`src/sv/phmm_ram.sv`:
```
module phmm_ram #(
  parameter int WIDTH = 32,
  parameter int DEPTH = 64
) (
  input  logic                     clk,
  input  logic                     we,
  input  logic [$clog2(DEPTH)-1:0] waddr,
  input  logic [WIDTH-1:0]         wdata,
  input  logic [$clog2(DEPTH)-1:0] raddr,
  output logic [WIDTH-1:0]         rdata
);

  logic [WIDTH-1:0] mem [DEPTH];

  always_ff @(posedge clk) begin
    if (we) begin
      mem[waddr] <= wdata;
    end
    rdata <= mem[raddr];
  end

endmodule

```
`config.mk`:
```
export PLATFORM = sky130hd
export DESIGN_NAME = phmm_ram
export DESIGN_NICKNAME = d
export VERILOG_FILES = /design/src/sv/phmm_ram.sv
export SDC_FILE = /design/constraint.sdc
export NUM_CORES = 2
export LEC_CHECK = 0
export BUFFER_PORTS_ARGS = -buffer_cell sky130_fd_sc_hd__buf_2
export CORE_ASPECT_RATIO = 0.75
export CORE_UTILIZATION = 40
export CTS_CLUSTER_DIAMETER = 80
export DETAILED_ROUTE_END_ITERATION = 12
export HOLD_SLACK_MARGIN = 0.06
export SLEW_MARGIN = 20
export SYNTH_ARGS = -nofsm -noshare
export SYNTH_HDL_FRONTEND = slang
export SYNTH_SLANG_ARGS = --single-unit
```
`constraint.sdc`:
```
create_clock -name clk -period 5 [get_ports clk]
set_input_delay 0 -clock clk [delete_from_list [all_inputs] [get_ports clk]]
set_output_delay 0 -clock clk [all_outputs]
set_load 0.02 [all_outputs]
```
==> metrics.csv <==
stage,metric,value,unit
placement,placed cells,6006,
timing,Tmin final,2.78,ns
power_and_ir_drop,sequential share of power,54.5,%
critical_path,WS Path Type,input port to flop,
power_and_ir_drop,pwr dens,396,nW/µm²
hold_path,WHS Path Cells,3,
timing,final setup skew,0.0305,ns
timing,endpoints failing hold,0,
critical_path,Worst R2R End,rdata[3],
power_and_ir_drop,Clock power frac,40.2,%
clock_network,clock sinks,2080,
drt,DRT iter0 DRCs,5431,
drt,routed via count,37023,
drt,post-route ant nets,0,
logic_synthesis,cells after synthesis,3324,
logic_synthesis,asr flop ratio synth,0,%
layout,"Design Area, Final",89800,µm²
placement,placed instance area,83300,µm²
hold_path,HP Start,waddr[4],
logic_synthesis,leading area contributor after synthesis,edfxtp_1,
placement,Place WS,1.52,ns
hold_path,HP Class,input port to flop,
critical_path,CP max FO,18,
logic_synthesis,Synth area leaders,"edfxtp_1 (78%), mux4_2 (16%), mux2i_1 (1.2%)",
timing,period utilization,55.5,%
drt,Post-Route WL,206000,µm
timing,final setup vio count,0,
die,core area,195000,µm²
clock_network,Max Buffers Root-to-Sink,3,
die,die height,386,µm
outcome,outcome,finished clean,
grt,vias in the first global route,37238,
timing,slew margin rel.,22.1,%
timing,"Slew Viols, Final",0,
drt,DRT Pass-1 Iters,5,
timing,RSZ-0062 raised after global routing,false,
power_and_ir_drop,total power,35600,µW
clock_network,Worst-path clk slew,0.06,ns
layout,P&R area growth vs syn,14.4,%
clock_network,CTS tree,done,
logic_synthesis,Yosys cell types,34,
die,die width,514,µm
logic_synthesis,Post-Syn Area per Cell,23.6,µm²
critical_path,depth of the worst register-to-register path,4,
power_and_ir_drop,sw frac,21.8,%
drt,Vias/cell,5.77,
logic_synthesis,top cell type's share of synthesized area,78.3,%
timing,total negative setup slack,0,ns
power_and_ir_drop,Internal,27800,µW
placement,input/output buffers,77,
grt,largest net degree at the start of global routing,83,
logic_synthesis,post-synthesis register bit count,2080,
clock_network,CTS Root Cell,clkbuf_16,
clock_network,clock buffer count from CTS,192,
clock_network,Clock Latency Late Sink,0.83,ns
critical_path,Worst R2R Setup Slack,2.65,ns
logic_synthesis,post-synthesis instance area,78500,µm²
critical_path,WP data arrival,3.25,ns
layout,Non-Filler Instances,6419,
flow_run,max cap viols,0,
critical_path,CP endpoint kind,flop,
hold_path,Worst Hold Endpoint,mem[51][26],
logic_synthesis,Post-synth top cells,"edfxtp_1 (2048), mux4_2 (544), nor2_1 (137)",
drt,wire per inst,32.1,µm
die,FP Rows,140,
critical_path,WP data required,5.48,ns
placement,Final Wtd Congestion,0.788,
grt,Congestion Overflow GR,0,
layout,Final nets,3660,
clock_network,Post-CTS Setup Bufs,0,
die,Die ar.,198000,µm²
power_and_ir_drop,leakage,0.0277,µW
timing,setup ws final,2.22,ns
drt,# DRC,0,
critical_path,Setup crit start kind,input port,
die,Starting Density,40.3,%
power_and_ir_drop,Worst IR Drop VDD,0.000373,V
logic_synthesis,post-synthesis sequential area ratio,79.1,%
grt,initial antenna violation count,12,
power_and_ir_drop,P_sw,7750,µW
clock_network,H-tree depth,4,
timing,fmax,0.360,GHz
placement,hpwl dp,118000,µm
layout,share of layout cells above drive strength 1,29.7,%
grt,first-pass GRT wire length,290000,µm
timing,worst slew pin tran,1.17,ns
logic_synthesis,net count after synthesis,3370,
logic_synthesis,yosys warns,0,
logic_synthesis,Post-synth EDFFs,2048,
logic_synthesis,most numerous cell in the Yosys netlist,edfxtp_1,
logic_synthesis,ys flop type,edfxtp_1,
grt,Total Routing Usage GR,21.0,%
critical_path,FF-to-FF Start,mem[63][3],
power_and_ir_drop,combinational share of power,5.3,%
die,boundary pin count,78,
worst max path at each step:
stage                   from     endpoint  depth (start not counted)
floorplan           waddr[3]   mem[48][0]                          4
global placement    raddr[0]     rdata[5]                          7
detailed placement  raddr[0]    rdata[14]                          6
CTS                 waddr[1]   mem[19][9]                          6
global route              we   mem[62][2]                          6
finish              waddr[1]  mem[19][21]                          6
layer usage:
metal,global-route usage [%],share of wire [%],vias up
met3,5.64,9.9,223
met2,31.0,45,1746
met4,4.94,1.9,0
met1,31.0,43,20155
li1,-,-,14899
met5,0,0,-
metrics by stage:
stage	utilization, %	hold WS (ns)
6_report	46.2	0.125
5_1_grt	46.2	0.122
4_1_cts	46.1	0.0744
3_5_place_dp	42.8	0.448
3_3_place_gp	42.7	0.449
2_1_floorplan	-	0.0989
sequential cells by signal, indices dropped and copies added (netlist names):
| signal | cells |
|---|---|
| rdata | 32 |
| mem | 2048 |
power groups by stage:
| stage | registers (µW) | clock network, µW | logic, µW |
|---|---|---|---|
| floorplan | 19800 | 0 | 939 |
| global route | 19400 | 15200 | 2000 |
| CTS | 19400 | 14500 | 1900 |
| detailed placement | 19800 | 0 | 1870 |
| global placement | 19800 | 0 | 1850 |
| finish | 19400 | 14300 | 1890 |
placed cells by master, fill, tap and decap left out, types with 11 or more instances in the layout:
cell / count
buf_12: 16
buf_2: 66
buf_4: 148
diode_2: 11
a21oi_1: 62
o221ai_1: 27
clkinv_1: 43
clkbuf_16: 198
nor2_1: 75
nor2b_1: 15
nor2_4: 62
mux4_2: 544
dlygate4sd3_1: 41
dfxtp_1: 32
clkbuf_8: 14
clkinv_2: 30
clkbuf_1: 51
edfxtp_1: 2048
o22ai_1: 81
nand2_1: 26
a22oi_1: 12
mux2i_1: 93
final cells by class:
class	instances	area, µm²
multi-input combinational	1062	16000
fill	15821	105000
sequential	2080	62100
tap	2627	3290
timing repair buffer	278	2310
clock buffer	263	5340
clock inverter	98	742
antenna	11	27.5
critical path, stage by stage:
cell and delay (ns):
dlygate4sd3_1 0.52, buf_2 0.26, nor2b_1 0.21, nand3_1 0.74
nor2_4 1.01, buf_4 0.46
what timing repair did:
| action | 4_1_cts | 5_1_grt |
|---|---|---|
| hold buffers | 41 | 0 |
| endpoints found under the setup margin | 0 | 0 |
| resized for setup | 0 | 0 |
| hold endpoints to repair | 2129 | 0 |
cell families (layout without fill, tap and decap cells):
family / after synthesis / in the layout / synth area share [%]
and+or+nand+nor: 223 / 223 / 1.27
DFF: 2080 / 2080 / 79.1
other: 0 / 11 / 0
buffers and inverters: 182 / 639 / 1.13
AOI/OAI and AO/OA: 202 / 202 / 1.67
muxes: 637 / 637 / 16.8
No activity file was read; power rests on OpenSTA's default activity.
