`src/sv/phmm_pkg.sv`:
```
package phmm_pkg;

  localparam int MAX_STATES = 8;
  localparam int SW = 3;
  localparam int VW = 32;
  localparam int EW = 16;
  localparam int ACCW = 37;
  localparam logic [VW-1:0] UNIT_ONE = 32'h4000_0000;

  typedef enum logic [1:0] {
    CMD_LOAD_TRANS = 2'd0,
    CMD_LOAD_START = 2'd1,
    CMD_PROCESS    = 2'd2,
    CMD_UNUSED     = 2'd3
  } cmd_t;

  typedef enum logic [2:0] {
    CFG_COLUMN_COUNT  = 3'd0,
    CFG_ROW_COUNT     = 3'd1,
    CFG_STATE_COUNT   = 3'd2,
    CFG_FIRST_MASK    = 3'd3,
    CFG_SECOND_MASK   = 3'd4,
    CFG_RESCALE_CUT   = 3'd5
  } cfg_idx_t;

  typedef enum logic [3:0] {
    ST_CLEAR,
    ST_IDLE,
    ST_FETCH,
    ST_SETUP,
    ST_SCAN,
    ST_MAC,
    ST_EMIT,
    ST_ALIGN,
    ST_NORM,
    ST_KSET,
    ST_SCALE,
    ST_WRITE,
    ST_OUT
  } state_t;

  typedef enum logic [1:0] {
    SRC_DIAG,
    SRC_UP,
    SRC_LEFT,
    SRC_CUR
  } src_t;

  typedef struct packed {
    logic mul_en;
    logic acc_clr;
    logic acc_en;
  } arith_ctl_t;

endpackage

```
`src/sv/phmm_arith.sv`:
```
module phmm_arith (
  input  logic                      clk,
  input  phmm_pkg::arith_ctl_t      ctl,
  input  logic [phmm_pkg::VW-1:0]   a,
  input  logic [phmm_pkg::VW-1:0]   b,
  output logic [2*phmm_pkg::VW-1:0] prod,
  output logic [phmm_pkg::ACCW-1:0] acc
);
  import phmm_pkg::*;

  always_ff @(posedge clk) begin
    if (ctl.mul_en) begin
      prod <= a * b;
    end
    if (ctl.acc_clr) begin
      acc <= '0;
    end else if (ctl.acc_en) begin
      acc <= acc + ACCW'(prod[2*VW-1:30]);
    end
  end

endmodule

```
`config.mk`:
```
export PLATFORM = sky130hd
export DESIGN_NAME = phmm_arith
export DESIGN_NICKNAME = d
export VERILOG_FILES = /design/src/sv/phmm_pkg.sv /design/src/sv/phmm_arith.sv
export SDC_FILE = /design/constraint.sdc
export NUM_CORES = 2
export LEC_CHECK = 0
export ABC_AREA = 0
export BUFFER_PORTS_ARGS = -buffer_cell sky130_fd_sc_hd__buf_2
export CAP_MARGIN = 15
export CELL_PAD_IN_SITES_DETAIL_PLACEMENT = 0
export CELL_PAD_IN_SITES_GLOBAL_PLACEMENT = 1
export CORE_MARGIN = 8
export CORE_UTILIZATION = 55
export CTS_BUF_LIST = sky130_fd_sc_hd__clkbuf_8
export DETAILED_ROUTE_END_ITERATION = 10
export HOLD_SLACK_MARGIN = 0.05
export PLACE_DENSITY_LB_ADDON = 0.1
export SYNTH_ARGS = -nofsm -noshare
export SYNTH_HDL_FRONTEND = slang
export SYNTH_SLANG_ARGS = --single-unit
export TNS_END_PERCENT = 50
```
`constraint.sdc`:
```
create_clock -name clk -period 16.9 [get_ports clk]
set_input_delay 3.38 -clock clk [delete_from_list [all_inputs] [get_ports clk]]
set_output_delay 3.38 -clock clk [all_outputs]
set_load 0.02 [all_outputs]
```
==> metrics.yaml <==
hold_class: "register to register"
synth_top_cell_by_area: "fa_1"
layout-drive-gt1-share_pct: 5.64
synth_top_area_share_pct: 46.8
synth_edf_count: 64
cts_tree: "built"
ys_types: 74
synth_area_sq_um: 38400
ios: 169
worstHoldStart: "acc[33]$_SDFFE_PP0P_"
gr-usage-all-layers_pct: 27.9
start_util_pct: 55.2
clk_pin_slew_ns: 0.13
ys_warn_count: 0
place_ws_ns: 5.29
yosys-top-cells-area: "fa_1, and2_1, ha_1, inv_1, edfxtp_1"
numCtsBuffers: 9
ys_async_sr_fraction_pct: 0
wl_met2_um: 48500
max_freq_mhz: 89.4
r2r_start: "prod[45]$_DFFE_PP_"
wl_per_cell_um: 21.1
r2r_end: "acc[32]$_SDFFE_PP0P_"
cp.arrival_ns: 11.34
h-tree-depth: 3
hold_viol_final: 0
period_share_pct: 66.2
drc: 0
start_kind: "primary input"
die_x_um: 280
yosysMostFrequentCell: "fa_1"
vias: 27500
cp_max_fo: 32
slew_viol_final: 0
synth.ff_latch_count: 101
path_common_cell: "fa_1"
tightestPinTransition_ns: 0.927
skew_ns: 0.0309
grt_pass1_vias: 29600
ctsHoldBuffers: 0
setup-violations-final: 0
path_buf_inv: 6
first_pass_iters: 8
cts_resized: 0
grt_max_degree: 65
die_h_um: 280
min_period_ns: 11.18
wl_met1_um: 47800
whs_ns: 0.503
syn_nets: 5394
crit_required_ns: 17.06
grt_pass1_wl_um: 171000
syn_area_per_cell_sq_um: 9.29
rrSetupSlack_ns: 13.63
routed_via_density: 5.44
ant_nets: 0
dr.max_layer_used: "met4"
drtIter0Drc: 1735
r2r_cells: 11
clk_latency_ns: 0.42
status: "finished clean"
core-area_sq_um: 69500
clock_sinks: 101
grt.overflow.total: 0
cpMaxStageDelayCell: "buf_2"
fp-row-count: 97
route.met3.wl_um: 8680
portBuffers: 168
cap_violations: 0
endpoint_kind: "register"
cts_root_buffer: "clkbuf_8"
yosysSeqAreaShare_pct: 6.93
finalSetupTns_ns: 0
cts_setup_buffers: 0
setup_ws_ns: 5.72
min_to: "acc[33]$_SDFFE_PP0P_"
max-slew-margin-rel_pct: 38.2
fin_nets: 5369
slowest_delay_ns: 0.63
clk_path_buf_depth: 2
synth_common_cells: "fa_1, inv_1, and2_1"
gp_congestion: 0.888
antenna_found_initial: 3
die_area_sq_um: 78500
critPathKind: "primary input to register"
postRouteWirelength_um: 107000
cpLargestDelayFamily: "adder cells"
synthFlopType: "edfxtp_1"
hold_depth: 2
netlist_instances: 4132
rsz0062_at_grt: "no"
area_growth_pct: 3.98
dpl.hpwl_um: 81800
[worst reg2reg max path, cell delays in order, from the launching register on]
cell      delay, ns
edfxtp_1       0.51
ha_1           0.47
a21oi_4        0.18
o21ai_2        0.07
a221o_1        0.30
a21o_1         0.22
o31ai_4        0.32
a21oi_2        0.14
a2111o_1       0.45
o211ai_2       0.23
mux2i_1        0.21
o21ai_1        0.08
[registers in the layout, indices dropped and copies added (netlist names)]
name	count
acc	37
prod	64
[layout make-up]
| type | instances | area, sq um |
|---|---|---|
| diodes | 2 | 5.00 |
| fillers | 6379 | 29600 |
| repair buffers | 192 | 1020 |
| inverters | 892 | 3350 |
| clock buffers | 9 | 124 |
| clock inverters | 7 | 86.3 |
| multi-input cells | 2911 | 31500 |
| flip-flops and latches | 101 | 2660 |
| well taps | 940 | 1180 |
[how the worst max path moves through the flow]
stage / from / to / slack, ns / cells past startpoint
2_1_floorplan: b[23] / prod[63]$_DFFE_PP_ / 6.66 / 27
3_3_place_gp: a[11] / prod[49]$_DFFE_PP_ / 5.26 / 25
3_5_place_dp: a[11] / prod[49]$_DFFE_PP_ / 5.29 / 25
4_1_cts: a[11] / prod[49]$_DFFE_PP_ / 5.73 / 25
5_1_grt: a[11] / prod[49]$_DFFE_PP_ / 5.33 / 25
6_report: b[8] / prod[49]$_DFFE_PP_ / 5.72 / 26
[layout by cell type, fill, tap and decap left out, drive strengths merged, types with 13 or more instances in the layout]
master	count
xnor2	58
edfxtp	64
and3	13
a21o	62
xor2	28
nand4	32
a21oi	94
ha	297
nand2b	16
fa	897
o21bai	20
nand2	490
o21ai	52
dfxtp	37
nor2b	16
nand3	13
and2	606
nor2	80
mux2i	23
nor3	13
inv	895
buf	192
a211oi	16
[per-layer routing]
layer / global-route usage [%] / up-vias
met5: 0 / -
met4: 5.41 / 0
met3: 4.88 / 108
met2: 44.1 / 1020
met1: 40.6 / 14200
li1: - / 12200
[cells by family (layout without fill, tap and decap cells)]
| logic type | Yosys count | in the layout | share of synthesized area [%] |
|---|---|---|---|
| AO/OA/AOI/OAI | 311 | 311 | 5.65 |
| other | 0 | 2 | 0 |
| buffers and inverters | 1120 | 1100 | 11.0 |
| multiplexers | 23 | 23 | 0.600 |
| flip-flops | 101 | 101 | 6.93 |
| AND/OR/NAND/NOR | 1297 | 1297 | 17.4 |
| adder cells (fa/ha/maj) | 1194 | 1194 | 56.4 |
| XOR/XNOR | 86 | 86 | 1.96 |
[metrics by stage]
step / instance area [sq um] / utilization, % / std cells
detailed placement: 39700 / 57.1 / 5036
global placement: 39700 / 57.1 / 5036
floorplan: 38400 / - / 4132
CTS: 39900 / 57.4 / 5052
finish: 39900 / 57.4 / 5054
global route: 39900 / 57.4 / 5053
Power is left out: the tool's default activity adds up to more than one toggle a clock period on the data nets, which glitch-free logic cannot reach.
